**config.mk**
```make
export PLATFORM = sky130hd
export DESIGN_NAME = led_effect_sequencer_core
export DESIGN_NICKNAME = d
export VERILOG_FILES = /design/src/design/les_pkg.sv /design/src/design/led_effect_sequencer_core.sv /design/src/design/les_divider.sv
export SDC_FILE = /design/constraint.sdc
export NUM_CORES = 1
export LEC_CHECK = 0
export BUFFER_PORTS_ARGS = -buffer_cell sky130_fd_sc_hd__buf_4
export CAP_MARGIN = 20
export CORE_UTILIZATION = 55
export DETAILED_ROUTE_END_ITERATION = 10
export PLACE_DENSITY_LB_ADDON = 0.08
export SLEW_MARGIN = 5
export SYNTH_ARGS = -nofsm -noshare
export SYNTH_HDL_FRONTEND = slang
export SYNTH_SLANG_ARGS = --single-unit
```
**constraint.sdc**
```tcl
create_clock -name clk -period 10.85 [get_ports clk]
set_input_delay 0.5425 -clock clk [delete_from_list [all_inputs] [get_ports clk]]
set_output_delay 0.5425 -clock clk [all_outputs]
set_load 0.03 [all_outputs]
```
**src/design/les_pkg.sv**
```systemverilog
// Package for the LED effect sequencer: payload structs, opcodes, effect ROM.
// No dependencies.
`timescale 1ns / 1ps
package les_pkg;

    typedef struct packed {
        logic        req_type;
        logic [1:0]  channel;
        logic [2:0]  effect;
        logic [15:0] count;
        logic [7:0]  restore_level;
        logic        restore_is_zcl;
    } les_in_t;

    typedef struct packed {
        logic [1:0] out_channel;
        logic [7:0] level;
        logic       level_is_zcl;
        logic       last;
    } les_out_t;

    typedef enum logic [1:0] {
        OP_END   = 2'd0,
        OP_DELAY = 2'd1,
        OP_LEVEL = 2'd2,
        OP_RAMP  = 2'd3
    } les_op_t;

    typedef struct packed {
        les_op_t    op;
        logic [6:0] a;
        logic [6:0] b;
        logic [4:0] n;
    } les_instr_t;

    localparam int unsigned NUM_EFFECTS = 6;
    localparam int unsigned MAX_RES     = 8;
    localparam int unsigned STEP_GUARD  = 16;
    localparam int unsigned TICKS_PER_S = 1000 / 50;
    localparam logic [4:0] T500 = 5'((500 * TICKS_PER_S) / 1000);
    localparam logic [4:0] T250 = 5'((250 * TICKS_PER_S) / 1000);
    localparam logic [4:0] T150 = 5'((150 * TICKS_PER_S) / 1000);

    typedef enum logic [3:0] {
        ST_IDLE,
        ST_TICK_CH,
        ST_STEP,
        ST_DIV,
        ST_RAMP_OUT,
        ST_EMIT,
        ST_FINISH
    } les_state_t;

    function automatic les_instr_t rom_read(input logic [2:0] e, input logic [2:0] ix);
        les_instr_t r;
        r = '{OP_END, 7'd0, 7'd0, 5'd0};
        case (e)
            3'd1:
                case (ix)
                    3'd0: r = '{OP_RAMP, 7'd1, 7'd100, T500};
                    3'd1: r = '{OP_RAMP, 7'd99, 7'd0, T500};
                    default: r = '{OP_END, 7'd0, 7'd0, 5'd0};
                endcase
            3'd2:
                case (ix)
                    3'd0: r = '{OP_LEVEL, 7'd50, 7'd0, 5'd0};
                    3'd1: r = '{OP_DELAY, 7'd0, 7'd0, T250};
                    3'd2: r = '{OP_LEVEL, 7'd0, 7'd0, 5'd0};
                    3'd3: r = '{OP_DELAY, 7'd0, 7'd0, T250};
                    default: r = '{OP_END, 7'd0, 7'd0, 5'd0};
                endcase
            3'd3:
                case (ix)
                    3'd0: r = '{OP_LEVEL, 7'd50, 7'd0, 5'd0};
                    3'd1: r = '{OP_DELAY, 7'd0, 7'd0, T150};
                    3'd2: r = '{OP_LEVEL, 7'd50, 7'd0, 5'd0};
                    3'd3: r = '{OP_DELAY, 7'd0, 7'd0, T150};
                    3'd4: r = '{OP_LEVEL, 7'd0, 7'd0, 5'd0};
                    3'd5: r = '{OP_DELAY, 7'd0, 7'd0, T150};
                    default: r = '{OP_END, 7'd0, 7'd0, 5'd0};
                endcase
            3'd4:
                case (ix)
                    3'd0: r = '{OP_LEVEL, 7'd100, 7'd0, 5'd0};
                    3'd1: r = '{OP_DELAY, 7'd0, 7'd0, T500};
                    3'd2: r = '{OP_LEVEL, 7'd0, 7'd0, 5'd0};
                    3'd3: r = '{OP_DELAY, 7'd0, 7'd0, T500};
                    default: r = '{OP_END, 7'd0, 7'd0, 5'd0};
                endcase
            3'd5:
                case (ix)
                    3'd0: r = '{OP_RAMP, 7'd1, 7'd100, T150};
                    3'd1: r = '{OP_RAMP, 7'd99, 7'd0, T150};
                    default: r = '{OP_END, 7'd0, 7'd0, 5'd0};
                endcase
            default: r = '{OP_END, 7'd0, 7'd0, 5'd0};
        endcase
        return r;
    endfunction

endpackage

```
**src/design/led_effect_sequencer_core.sv**
```systemverilog
// LED effect sequencer top level: per-channel state, sequencer, output register.
// Depends on les_pkg and les_divider.
`timescale 1ns / 1ps
//
//  channel | dir | payload              | beat
//  in      | in  | les_pkg::les_in_t    | in_valid & in_ready
//  out     | out | les_pkg::les_out_t   | out_valid & out_ready
//
//  A tick visits each channel in turn and a command only its own channel;
//  instructions are stepped one at a time, and each ramp step goes through
//  the shared serial divider. Each level update waits in the output register
//  until taken; a stalled sink holds the sequencer. The block takes no new
//  beat until the last result of the current one is placed in the output
//  register. Reset clears all channel state at once.
module led_effect_sequencer_core #(
    parameter int unsigned CHANNELS = 4
) (
    input  logic              clk,
    input  logic              rst_n,
    input  logic              in_valid,
    output logic              in_ready,
    input  les_pkg::les_in_t  in_data,
    output logic              out_valid,
    input  logic              out_ready,
    output les_pkg::les_out_t out_data
);
    import les_pkg::*;

    localparam int unsigned CW = (CHANNELS > 1) ? $clog2(CHANNELS) : 1;

    // channel addressed by the incoming command, sized to the channel index
    logic [CW-1:0] cmd_ch;
    assign cmd_ch = CW'(in_data.channel);

    // per-channel state
    logic        running_reg   [CHANNELS];
    logic [2:0]  cur_eff_reg   [CHANNELS];
    logic [2:0]  ix_reg        [CHANNELS];
    logic        begun_reg     [CHANNELS];
    logic [9:0]  step_reg      [CHANNELS];
    logic [7:0]  wait_reg      [CHANNELS];
    logic [2:0]  forever_reg   [CHANNELS];
    logic [2:0]  repeat_reg    [CHANNELS];
    logic [15:0] left_reg      [CHANNELS];

    les_state_t  state_reg, state_next;
    les_in_t     req_reg;
    logic [CW:0] ch_reg, ch_next;      // wide enough to hold CHANNELS
    logic [4:0]  guard_reg, guard_next;
    logic [3:0]  nres_reg, nres_next;
    les_out_t    obuf_reg;
    logic        obuf_valid_reg;
    logic [7:0]  pend_level_reg, pend_level_next;
    logic        pend_zcl_reg, pend_zcl_next;
    les_state_t  ret_reg, ret_next;    // state after emit

    logic [CW-1:0] ci;
    assign ci = ch_reg[CW-1:0];

    les_instr_t ins;
    assign ins = rom_read(cur_eff_reg[ci], ix_reg[ci]);

    // interpolation numerator: 100*(a*(T-t) + b*t), t clamped to T
    logic [4:0]  t_cl;
    logic [4:0]  t_rem;
    logic [12:0] mix;
    logic [19:0] num;
    logic        div_start, div_done;
    logic [19:0] div_q;
    logic [19:0] quo_reg;
    logic [7:0]  lvl_calc;

    assign t_cl  = (step_reg[ci] > {5'd0, ins.n}) ? ins.n : step_reg[ci][4:0];
    assign t_rem = ins.n - t_cl;
    assign mix   = ({6'd0, ins.a} * {8'd0, t_rem}) + ({6'd0, ins.b} * {8'd0, t_cl});
    assign num   = {7'd0, mix} * 20'd100;

    les_divider u_div (
        .clk     (clk),
        .rst_n   (rst_n),
        .start   (div_start),
        .dividend(num),
        .divisor (ins.n),
        .done    (div_done),
        .quotient(div_q)
    );

    // (q + 50) / 100 for q <= 12700, by reciprocal: x*5243 >> 19
    logic [19:0] qp;
    logic [27:0] prod;
    assign qp       = quo_reg + 20'd50;
    assign prod     = 28'(qp) * 28'd5243;
    assign lvl_calc = prod[26:19];

    logic is_cmd;
    assign is_cmd = req_reg.req_type;

    // channel state update controls
    logic fin_emit;
    logic out_take;
    assign out_take = out_valid && out_ready;

    always_comb
    begin
        state_next      = state_reg;
        ch_next         = ch_reg;
        guard_next      = guard_reg;
        nres_next       = nres_reg;
        pend_level_next = pend_level_reg;
        pend_zcl_next   = pend_zcl_reg;
        ret_next        = ret_reg;
        div_start       = 1'b0;
        fin_emit        = 1'b0;
        case (state_reg)
            ST_IDLE:
                if (in_valid)
                begin
                    ch_next    = in_data.req_type ? {1'b0, cmd_ch} : '0;
                    guard_next = '0;
                    nres_next  = '0;
                    state_next = in_data.req_type ? ST_STEP : ST_TICK_CH;
                end
            ST_TICK_CH:
                if (ch_reg >= (CW+1)'(CHANNELS))
                    state_next = ST_FINISH;
                else
                begin
                    guard_next = '0;
                    if (running_reg[ci] && wait_reg[ci] <= 8'd1)
                        state_next = ST_STEP;
                    else
                        ch_next = ch_reg + 1'b1;
                end
            ST_STEP:
                if (!running_reg[ci] || guard_reg == 5'(STEP_GUARD) || state_reg != ST_STEP)
                    state_next = ST_FINISH;
                else
                begin
                    guard_next = guard_reg + 5'd1;
                    case (ins.op)
                        OP_LEVEL:
                        begin
                            pend_level_next = {1'b0, ins.a};
                            pend_zcl_next   = 1'b0;
                            ret_next        = ST_STEP;
                            state_next      = ST_EMIT;
                        end
                        OP_RAMP:
                            if (!begun_reg[ci])
                            begin
                                pend_level_next = {1'b0, ins.a};
                                pend_zcl_next   = 1'b0;
                                ret_next        = ST_FINISH;
                                state_next      = ST_EMIT;
                            end
                            else if (ins.n == 5'd0)
                            begin
                                pend_level_next = {1'b0, ins.b};
                                pend_zcl_next   = 1'b0;
                                ret_next        = ST_STEP;
                                state_next      = ST_EMIT;
                            end
                            else
                            begin
                                div_start  = 1'b1;
                                state_next = ST_DIV;
                            end
                        OP_DELAY:
                            if (ins.n != 5'd0)
                                state_next = ST_FINISH;
                        default:
                            if (left_reg[ci] <= 16'd1 && forever_reg[ci] == 3'd0)
                                state_next = ST_FINISH;
                    endcase
                end
            ST_DIV:
                if (div_done)
                    state_next = ST_RAMP_OUT;
            ST_RAMP_OUT:
            begin
                pend_level_next = lvl_calc;
                pend_zcl_next   = 1'b0;
                ret_next        = (lvl_calc == {1'b0, ins.b}) ? ST_STEP : ST_FINISH;
                state_next      = ST_EMIT;
            end
            ST_EMIT:
                if (!obuf_valid_reg || out_take)
                begin
                    fin_emit   = 1'b1;
                    if (nres_reg != 4'(MAX_RES))
                        nres_next = nres_reg + 4'd1;
                    state_next = ret_reg;
                end
            ST_FINISH:
                // end of one channel's run
                if (!is_cmd && ch_reg < (CW+1)'(CHANNELS))
                begin
                    ch_next    = ch_reg + 1'b1;
                    state_next = ST_TICK_CH;
                end
                else if (!obuf_valid_reg || out_take)
                    state_next = ST_IDLE;
            default:
                state_next = ST_IDLE;
        endcase
    end

    // commands set channel state in ST_IDLE on accept; starts step via ST_STEP, stop emits via ST_EMIT
    logic cmd_ok, stop_act;
    assign cmd_ok   = in_data.req_type && (32'(in_data.channel) < CHANNELS)
                    && (in_data.effect < 3'(NUM_EFFECTS));
    assign stop_act = cmd_ok && in_data.effect == 3'd0
                    && (forever_reg[cmd_ch] != 3'd0
                        || repeat_reg[cmd_ch] != 3'd0);
    logic [7:0] rl_sat;
    always_comb
    begin
        rl_sat = in_data.restore_level;
        if (in_data.restore_is_zcl)
        begin
            if (rl_sat > 8'd254)
                rl_sat = 8'd254;
        end
        else if (rl_sat > 8'd100)
            rl_sat = 8'd100;
    end

    // input handshake: ready only in ST_IDLE
    logic        accept;
    assign in_ready = (state_reg == ST_IDLE);
    assign accept   = in_valid && in_ready;

    les_state_t st_eff;  // effective next state incl. command routing
    always_comb
    begin
        st_eff = state_next;
        if (accept && in_data.req_type)
        begin
            if (!cmd_ok)
                st_eff = ST_IDLE;
            else if (in_data.effect == 3'd0)
                st_eff = stop_act ? ST_EMIT : ST_IDLE;
        end
    end

    // output register: results are held one behind so 'last' is known
    logic        hold_valid_reg;
    les_out_t    hold_reg;
    logic        push;
    les_out_t    push_data;
    assign push      = fin_emit && (nres_reg != 4'(MAX_RES));
    assign push_data = '{out_channel: 2'(ci), level: pend_level_reg,
                         level_is_zcl: pend_zcl_reg, last: 1'b0};

    // finishing flush: beat done when going back to idle
    logic flush;
    assign flush = (state_reg != ST_IDLE) && (state_next == ST_IDLE)
                && (state_reg == ST_FINISH || state_reg == ST_EMIT);

    always_ff @(posedge clk or negedge rst_n)
    begin
        if (!rst_n)
        begin
            state_reg      <= ST_IDLE;
            ch_reg         <= '0;
            guard_reg      <= '0;
            nres_reg       <= '0;
            obuf_valid_reg <= 1'b0;
            hold_valid_reg <= 1'b0;
            ret_reg        <= ST_IDLE;
            for (int i = 0; i < CHANNELS; i++)
            begin
                running_reg[i] <= 1'b0;
                cur_eff_reg[i] <= '0;
                ix_reg[i]      <= '0;
                begun_reg[i]   <= 1'b0;
                step_reg[i]    <= '0;
                wait_reg[i]    <= '0;
                forever_reg[i] <= '0;
                repeat_reg[i]  <= '0;
                left_reg[i]    <= '0;
            end
        end
        else
        begin
            state_reg <= st_eff;
            ch_reg    <= ch_next;
            guard_reg <= guard_next;
            nres_reg  <= nres_next;
            ret_reg   <= (accept && stop_act) ? ST_FINISH : ret_next;

            // output path: hold stage feeds output register
            if (push)
                hold_valid_reg <= 1'b1;
            else if (flush && hold_valid_reg)
                hold_valid_reg <= 1'b0;
            if ((push || flush) && hold_valid_reg)
                obuf_valid_reg <= 1'b1;
            else if (out_take)
                obuf_valid_reg <= 1'b0;

            // command start / stop
            if (accept && cmd_ok)
            begin
                if (in_data.effect == 3'd0)
                begin
                    if (stop_act)
                    begin
                        forever_reg[cmd_ch] <= '0;
                        repeat_reg[cmd_ch]  <= '0;
                        left_reg[cmd_ch]    <= '0;
                        running_reg[cmd_ch] <= 1'b0;
                        wait_reg[cmd_ch]    <= '0;
                    end
                end
                else
                begin
                    left_reg[cmd_ch] <= in_data.count;
                    if (in_data.count == 16'd0)
                        forever_reg[cmd_ch] <= in_data.effect;
                    else
                        repeat_reg[cmd_ch] <= in_data.effect;
                    cur_eff_reg[cmd_ch] <= in_data.effect;
                    ix_reg[cmd_ch]      <= '0;
                    begun_reg[cmd_ch]   <= 1'b0;
                    step_reg[cmd_ch]    <= '0;
                    wait_reg[cmd_ch]    <= '0;
                    running_reg[cmd_ch] <= 1'b1;
                end
            end

            if (state_reg == ST_TICK_CH && ch_reg < (CW+1)'(CHANNELS)
                && running_reg[ci] && wait_reg[ci] != 8'd0)
                wait_reg[ci] <= wait_reg[ci] - 8'd1;

            // guard exhaustion leaves a one-tick wait
            if (state_reg == ST_STEP && running_reg[ci] && guard_reg == 5'(STEP_GUARD))
                wait_reg[ci] <= 8'd1;

            if (state_reg == ST_STEP && running_reg[ci] && guard_reg != 5'(STEP_GUARD))
            begin
                case (ins.op)
                    OP_DELAY:
                    begin
                        wait_reg[ci]  <= {3'd0, ins.n};
                        ix_reg[ci]    <= ix_reg[ci] + 3'd1;
                        begun_reg[ci] <= 1'b0;
                        step_reg[ci]  <= '0;
                    end
                    OP_LEVEL:
                    begin
                        ix_reg[ci]    <= ix_reg[ci] + 3'd1;
                        begun_reg[ci] <= 1'b0;
                        step_reg[ci]  <= '0;
                    end
                    OP_RAMP:
                        if (!begun_reg[ci])
                        begin
                            begun_reg[ci] <= 1'b1;
                            wait_reg[ci]  <= 8'd1;
                        end
                        else if (ins.n == 5'd0)
                        begin
                            // zero-tick ramp lands on its stop level
                            ix_reg[ci]    <= ix_reg[ci] + 3'd1;
                            begun_reg[ci] <= 1'b0;
                            step_reg[ci]  <= '0;
                        end
                    default:
                    begin
                        ix_reg[ci]    <= '0;
                        begun_reg[ci] <= 1'b0;
                        step_reg[ci]  <= '0;
                        if (left_reg[ci] != 16'd0)
                            left_reg[ci] <= left_reg[ci] - 16'd1;
                        if (left_reg[ci] > 16'd1)
                        begin
                            cur_eff_reg[ci] <= repeat_reg[ci];
                            wait_reg[ci]    <= '0;
                        end
                        else if (forever_reg[ci] != 3'd0)
                        begin
                            cur_eff_reg[ci] <= forever_reg[ci];
                            wait_reg[ci]    <= '0;
                        end
                        else
                            running_reg[ci] <= 1'b0;
                    end
                endcase
            end

            if (state_reg == ST_RAMP_OUT)
            begin
                if (lvl_calc == {1'b0, ins.b})
                begin
                    ix_reg[ci]    <= ix_reg[ci] + 3'd1;
                    begun_reg[ci] <= 1'b0;
                    step_reg[ci]  <= '0;
                end
                else
                begin
                    if (step_reg[ci] < 10'd1023)
                        step_reg[ci] <= step_reg[ci] + 10'd1;
                    wait_reg[ci] <= 8'd1;
                end
            end
        end
    end

    always_ff @(posedge clk)
    begin
        if (div_done)
            quo_reg <= div_q;
        if (accept && stop_act)
        begin
            pend_level_reg <= rl_sat;
            pend_zcl_reg   <= in_data.restore_is_zcl;
        end
        else
        begin
            pend_level_reg <= pend_level_next;
            pend_zcl_reg   <= pend_zcl_next;
        end
        if (accept)
            req_reg <= in_data;
        if (push)
        begin
            hold_reg <= push_data;
            if (hold_valid_reg)
                obuf_reg <= hold_reg;
        end
        else if (flush && hold_valid_reg)
            obuf_reg <= '{out_channel: hold_reg.out_channel, level: hold_reg.level,
                          level_is_zcl: hold_reg.level_is_zcl, last: 1'b1};
    end

    assign out_valid = obuf_valid_reg;
    assign out_data  = obuf_reg;

`ifndef SYNTHESIS
    a_idle_empty: assert property (@(posedge clk) disable iff (!rst_n)
        (state_reg == ST_IDLE) |-> !hold_valid_reg)
        else $error("held result left at idle");
    a_cap: assert property (@(posedge clk) disable iff (!rst_n)
        nres_reg <= 4'(MAX_RES))
        else $error("result count overflow");
    a_guard: assert property (@(posedge clk) disable iff (!rst_n)
        guard_reg <= 5'(STEP_GUARD))
        else $error("guard overrun");
`endif
endmodule

```
**src/design/les_divider.sv**
```systemverilog
// Restoring divider, one quotient bit a cycle, unsigned 20-bit / 5-bit.
// Depends on nothing beyond the clock and reset.
`timescale 1ns / 1ps
module les_divider (
    input  logic        clk,
    input  logic        rst_n,
    input  logic        start,
    input  logic [19:0] dividend,
    input  logic [4:0]  divisor,
    output logic        done,
    output logic [19:0] quotient
);
    logic [19:0] quo_reg, quo_next;
    logic [4:0]  rem_reg, rem_next;
    logic [4:0]  cnt_reg, cnt_next;
    logic        busy_reg, busy_next;
    logic [5:0]  trial;
    logic [5:0]  diff;

    assign trial = {rem_reg, quo_reg[19]};
    assign diff  = trial - {1'b0, divisor};

    always_comb
    begin
        quo_next  = quo_reg;
        rem_next  = rem_reg;
        cnt_next  = cnt_reg;
        busy_next = busy_reg;
        if (start)
        begin
            quo_next  = dividend;
            rem_next  = '0;
            cnt_next  = 5'd20;
            busy_next = 1'b1;
        end
        else if (busy_reg)
        begin
            if (trial >= {1'b0, divisor})
            begin
                rem_next = diff[4:0];
                quo_next = {quo_reg[18:0], 1'b1};
            end
            else
            begin
                rem_next = trial[4:0];
                quo_next = {quo_reg[18:0], 1'b0};
            end
            cnt_next = cnt_reg - 5'd1;
            if (cnt_reg == 5'd1)
                busy_next = 1'b0;
        end
    end

    always_ff @(posedge clk or negedge rst_n)
    begin
        if (!rst_n)
        begin
            busy_reg <= 1'b0;
            cnt_reg  <= '0;
        end
        else
        begin
            busy_reg <= busy_next;
            cnt_reg  <= cnt_next;
        end
    end

    always_ff @(posedge clk)
    begin
        quo_reg <= quo_next;
        rem_reg <= rem_next;
    end

    assign done     = busy_reg && (cnt_reg == 5'd1);
    assign quotient = quo_next;

`ifndef SYNTHESIS
    a_no_restart: assert property (@(posedge clk) disable iff (!rst_n)
        busy_reg && (cnt_reg != 5'd1) |-> !start)
        else $error("divider restarted while busy");
    a_done_once: assert property (@(posedge clk) disable iff (!rst_n)
        done |=> !done)
        else $error("divider done held");
    a_cnt_idle: assert property (@(posedge clk) disable iff (!rst_n)
        !busy_reg |-> (cnt_reg == 5'd0 || cnt_reg == 5'd1))
        else $error("divider count stray");
`endif
endmodule

```
### Word level (Yosys, flattened, before mapping)

Index checks and enable logic that the tools add are counted.

* $add $sub $neg: 12
* $mul: 4
* divide/modulo/power cells: 0
* order comparisons: 15
* equal/unequal tests: 40
* shift operators: 0
* muxes and demuxes: 212
* bitwise operators: 35
* reduce and logical (&&, ||, !) cells: 69

Operator list (count)
* two-way mux 64 bit: 6
* two-way mux 40 bit: 9
* two-way mux 32 bit: 11
* two-way mux 12 bit: 22
* one-hot mux 21 bit (3 select lines): 3
* two-way mux 4 bit: 35
* bitwise mux 64 bit: 2
* bitwise AND 40 bit: 3
* one-hot mux 21 bit (5 select lines): 1
* one-hot mux 32 bit (3 select lines): 1
* two-way mux 8 bit: 11
* bitwise AND 28 bit: 3
* bitwise mux 12 bit: 7
* one-hot mux 21 bit (2 select lines): 2
* inverter 40 bit: 2
* two-way mux 3 bit: 22
* bitwise AND 32 bit: 2
* bitwise AND 64 bit: 1
* bitwise mux 32 bit: 2
* demux 16 bit (select 2 bit): 2
* two-way mux 16 bit: 4
* inverter 32 bit: 2
* inverter 64 bit: 1
* bitwise AND 12 bit: 4
* other kinds (88): 229

* register bits after elaboration: 298
* bits in latches: 0
* memory bits (writable): 0
* bits in read-only memories: 0
* input bits: 35
* output and inout bits: 14
* logic and storage cells: 445
* memories: 0

### Depth between registers and ports, before layout

* depth in word-level cells: 22
* depth in mapped cells: 56
* mapped depth without buffers: 51

### Hierarchy

From an unflattened synthesis, not the netlist that was laid out.

* cells, all modules: 2472
* area total of the unflattened synthesis: 24150.7 um^2

Modules (own cells, without submodules)
* led_effect_sequencer_core: times used 1, cells each 2313, area each 22636.7 um^2, sequential area each 6896.6 um^2
* les_divider: times used 1, cells each 159, area each 1514.0 um^2, sequential area each 650.6 um^2

### Worst setup path after synthesis

No wires, ideal clock.

* path kind: flip-flop to flip-flop
* start: register ch_reg[0]
* end: register quo_reg[19] (data pin)
* setup time: 0.276 ns
* arrival time: 11.446 ns
* required time: 10.574 ns
* path slack: -0.871 ns
* cell stages (with the launch flop): 53
* buffers on the path: 5
* clock period less this slack: 11.721 ns
* cells stage by stage: dfrtp_1 -> buf_6 -> buf_4 -> buf_6 -> buf_2 -> buf_2 -> mux4_2 -> inv_1 -> ha_1 -> inv_1 -> o21ba_2 -> or3_1 -> nand3_1 -> inv_1 -> ha_1 -> nor2b_1 -> o21a_1 -> o21ai_0 -> [... 17 more ...] -> a21oi_1 -> o21bai_1 -> a21oi_1 -> o21bai_1 -> a21oi_1 -> xor2_1 -> inv_1 -> ha_1 -> ha_1 -> ha_1 -> ha_1 -> or3_1 -> o21ai_0 -> a21oi_1 -> a21o_1 -> a21oi_1 -> xor2_1 -> a21oi_1

* cells in the longest elaborated chain, start to end: 15
* elaborated cells between the ends (all ways): 54
* those cells by class: add/sub (2); mul (3); order compare (1); eq/ne (11); mux (28); bitwise (1); reduce/logical (8)

Ends and longest elaborated chain
* start, declared: RTL line led_effect_sequencer_core.sv:48 `logic [CW:0] ch_reg, ch_next;`
* start signal, assigned: RTL line led_effect_sequencer_core.sv:287 `ch_reg <= ch_next;`
* inverter 2 -> 3 bit (not written as such) *
* binary-select mux 3 bit (select 2 bit): RTL line led_effect_sequencer_core.sv:61 `assign ins = rom_read(cur_eff_reg[ci], ix_reg[ci]);`
* two-way mux 3 bit (not written as such) (2 in a row): RTL line led_effect_sequencer_core.sv:61
* equality test 3 x 1 -> 1 bit (tied with other cells)
* OR reduction 3 bit (no source line) / OR reduction 2 bit (equally long branches)
* one-hot mux 21 bit (3 select lines), on equally long branches: RTL line les_pkg.sv:73, les_pkg.sv:65, les_pkg.sv:83
* one-hot mux 21 bit (5 select lines): RTL line les_pkg.sv:57 `case (e)`
* greater-than comparator 10 x 5 -> 1 bit / zero test 5 bit (equally long branches): RTL line led_effect_sequencer_core.sv:73, led_effect_sequencer_core.sv:156
* two-way mux 5 bit / two-way mux 1 bit (equally long branches): RTL line led_effect_sequencer_core.sv:73, led_effect_sequencer_core.sv:156
* subtractor 5 bit / two-way mux 1 bit (equally long branches): RTL line led_effect_sequencer_core.sv:74, led_effect_sequencer_core.sv:149
* multiplier 7 x 5 -> 12 bit / two-way mux 1 bit (equally long branches): RTL line led_effect_sequencer_core.sv:75, led_effect_sequencer_core.sv:140
* adder 12 x 12 -> 13 bit / two-way mux 1 bit (equally long branches): RTL line led_effect_sequencer_core.sv:75, led_effect_sequencer_core.sv:135
* multiplier 13 x 5 -> 18 bit / two-way mux 1 bit (equally long branches): RTL line led_effect_sequencer_core.sv:76, led_effect_sequencer_core.sv:114
* two-way mux 20 bit *: RTL line les_divider.sv:29 `if (start)`
* net div_q[19]: RTL line led_effect_sequencer_core.sv:69 `logic [19:0] div_q;`
* end signal, assigned: RTL line led_effect_sequencer_core.sv:413 `quo_reg <= div_q;`
* end, declared: RTL line led_effect_sequencer_core.sv:70 `logic [19:0] quo_reg;`

The timed path passes the listed nets; every way through them passes the cells marked *. The select of a mux whose other input is x is not followed.
A chain may end at the register's enable or synchronous reset.

### Worst setup path after layout

Ends and elaborated chain as after synthesis.

==> run_results.csv <==
group,metric,value,unit
final_layout,n_antenna_cell,0,
global_routing,antenna_found_initial,1,
timing,max_freq,94.5,MHz
clock_network,clk_pin_slew_worst_paths,0.07,ns
yosys,netlist_area,0.0232,mm²
yosys,synthAdderAreaFrac,22.7,%
route,drt_iter0_markers,1556,
yosys,synth-seq-area-share,32.5,%
critical_path,crit_path_top_delay_cell,"mux4_2",
placement,dpl.hpwl,44900,µm
critical_path,r2r_cells,45,
critical_path,path_class,"register to register",
clock_network,insertion_delay,0.55,ns
yosys,yosys.area.top_type,"dfrtp_1",
critical_path,critPathLaunchType,"register",
global_routing,grt_max_degree,83,
clock_network,max-clock-path-buffers,3,
critical_path,required,11.13,ns
global_routing,grt_pass1_wl,97300,µm
hold_path,hold_path.class,"input pin to async pin",
final_layout,syn2layout_area_growth,11.0,%
die,coreArea,0.0412,mm²
route,drt-pass1-iter-count,6,
yosys,synth_top_family_by_area,"adder cells",
yosys,synth_top_area_share,23.5,%
yosys,synthMuxAreaShare,7.65,%
die,start_util,56.4,%
die,ioPinCount,49,
route,post_drt_via_cell_ratio,6.14,
yosys,synth_compound_area_share,15.5,%
clock_network,tritoncts,"yes",
yosys,synth_ff_type,"dfrtp_1",
clock_network,htreeDepth,2,
final_layout,final_util,62.6,%
timing,fin_crit,10.58,ns
critical_path,crit_path_max_incr_delay,0.57,ns
placement,io_buffers,48,
timing,slew_viol_final,0,
timing,finalHoldViolCount,1,
route,wl_per_cell,20.6,µm
yosys,netlist-cell-type-count,81,
global_routing,track_usage,28.3,%
timing,worstMarginPinSlew,1.17,ns
final_layout,final_nets,2744,
yosys,ys_seq_elements,296,
yosys,async_flop_share,73.6,%
route,wl,60200,µm
status,violations,"hold timing",
placement,routabilityCongestion,0.954,
global_routing,grt_pass1_vias,18000,
critical_path,worstPathArrival,10.86,ns
yosys,syn-mean-instance-area,10.0,µm²
timing,slew_headroom,22.0,%
final_layout,largest_reg_flops,64,
die,dieArea,0.0431,mm²
job,maxCapViolations,0,
timing,period_share,97.5,%
yosys,syn_inst,2316,
yosys,yosys_warnings,0,
die,die_w,208,µm
yosys,synth-simple-area-share,11.9,%
critical_path,critPathMaxFanout,6,
yosys,synth-xor-area-share,3.51,%
timing,hold_slack,-0.00645,ns
route,vias,18000,
status,outcome,"finished, violations left",
route,postRouteAntennaNets,0,
die,die_h,208,µm
yosys,synth_edf_count,53,
route,drc,0,
final_layout,final_cells,2924,
critical_path,cp-end-kind,"register",
timing,finalSetupViolCount,0,
die,rows,74,
placement,dp_cells,2847,
timing,fin_skew,0.0207,ns
yosys,ys_top_cells_by_area,"dfrtp_1, ha_1, fa_1",
clock_network,numCtsBuffers,34,
critical_path,r2r_slack,0.27,ns
final_layout,drive_gt1_share,13.6,%
clock_network,cts_root_buf,"clkbuf_16",
clock_network,clock-sinks,296,
global_routing,grt-ovfl-total,0,
path summary, 6_finish.rpt:
| path | from | endpoint |
|---|---|---|
| worst max-delay path | ch_reg[0] | quo_reg[19] |
| worst min-delay path | rst_n | out_valid |
| worst max register to register | ch_reg[0] | quo_reg[19] |
| worst min register to register | pend_level_reg[5] | hold_reg[7] |
| max in group asynchronous | rst_n | step_reg[26] |
| min in group clk | in_data[30] | is_cmd |
synthesized netlist by cell type, types with 25 or more instances:
cell type  count
a221oi_1      66
ha_1         215
xor2_1        43
xnor2_1       50
a22oi_1       34
dfxtp_1       25
clkbuf_1      66
mux2i_1       37
edfxtp_1      53
dfrtp_1      218
o21ai_0       60
mux4_2        49
nor2_1       195
a22o_1        36
inv_1        283
a21oi_1      167
nor3_1        42
nand2_1      131
nand3_1       45
nand2b_1      25
mux2_2        27
fa_1         128
cell type report:
type,instances,area (µm²)
clock buffer,45,932
fill,3407,15400
multi-input combinational,1650,14700
tap,532,666
timing repair buffer,100,762
inverter,284,1070
clock inverter,17,161
sequential,296,7550
metal layers:
metal	GRT usage [%]	vias to the layer above	share of wire [%]	wire, µm
li1	-	8301	-	-
met1	41.8	8921	46	27900
met2	43.2	657	45	26900
met3	5.19	82	7.0	4220
met4	6.69	0	1.9	1150
met5	0	-	0	0
through the flow:
step	TNS (ns)	worst slack (ns)	instance area, µm²
floorplan	0	0.0197	23400
global placement	0	0.180	24300
detailed placement	-0.0714	-0.0551	24300
CTS	0	0.0107	25400
global route	-0.217	-0.122	25800
finish	0	0.271	25800
worst max-delay path: cells and delay by family (launching register included):
family / cells / cell delay, ns
AO/OA/AOI/OAI: 11 / 1.69
multiplexers: 2 / 0.86
adder cells (fa/ha/maj): 13 / 4.66
AND/OR/NAND/NOR: 7 / 1.26
flip-flops: 1 / 0.47
XOR/XNOR: 3 / 0.54
buffers and inverters: 9 / 0.85
cell usage in the layout, fill, tap and decap left out, types with 8 or more instances in the layout:
master and n:
inv_1 281, nor2_1 186, a21oi_2 11, buf_4 97, and2_1 21, or2_2 12
ha_4 13, nor3_1 39, ha_1 201, xor2_1 38, nand2b_1 25, o21ai_0 56
nand2_1 130, dfrtp_1 216, edfxtp_1 53, nor2_2 9, nand3_1 44, mux2i_1 36
a21o_1 22, xnor2_1 48, a22oi_1 34, a21oi_1 154, a32oi_1 10, nor2b_1 21
dfxtp_1 25, a22o_1 36, nand4_1 13, mux4_2 49, a221oi_1 66, fa_1 127
mux2_2 27, clkbuf_16 34, nor4_1 15, clkinv_2 8, o2bb2ai_1 9, and3_1 23
o21a_1 12, or3_1 11
timing repair:
item                                    CTS  global route
pin swaps                                 1            30
resized for setup                         2            46
setup buffers                             1            12
hold endpoints to repair                  0             0
endpoints found under the setup margin    2            11
hold buffers                              0             0
cells by family after synthesis:
logic type,count (synthesis)
simple gates,580
compound gates,515
buf+inv,373
fa+ha+maj,345
flops,296
mux,113
xor+xnor,93
other cells,1
Power is not shown: default switching activity piles up to over one toggle a cycle in this logic, so the estimate is an artifact.
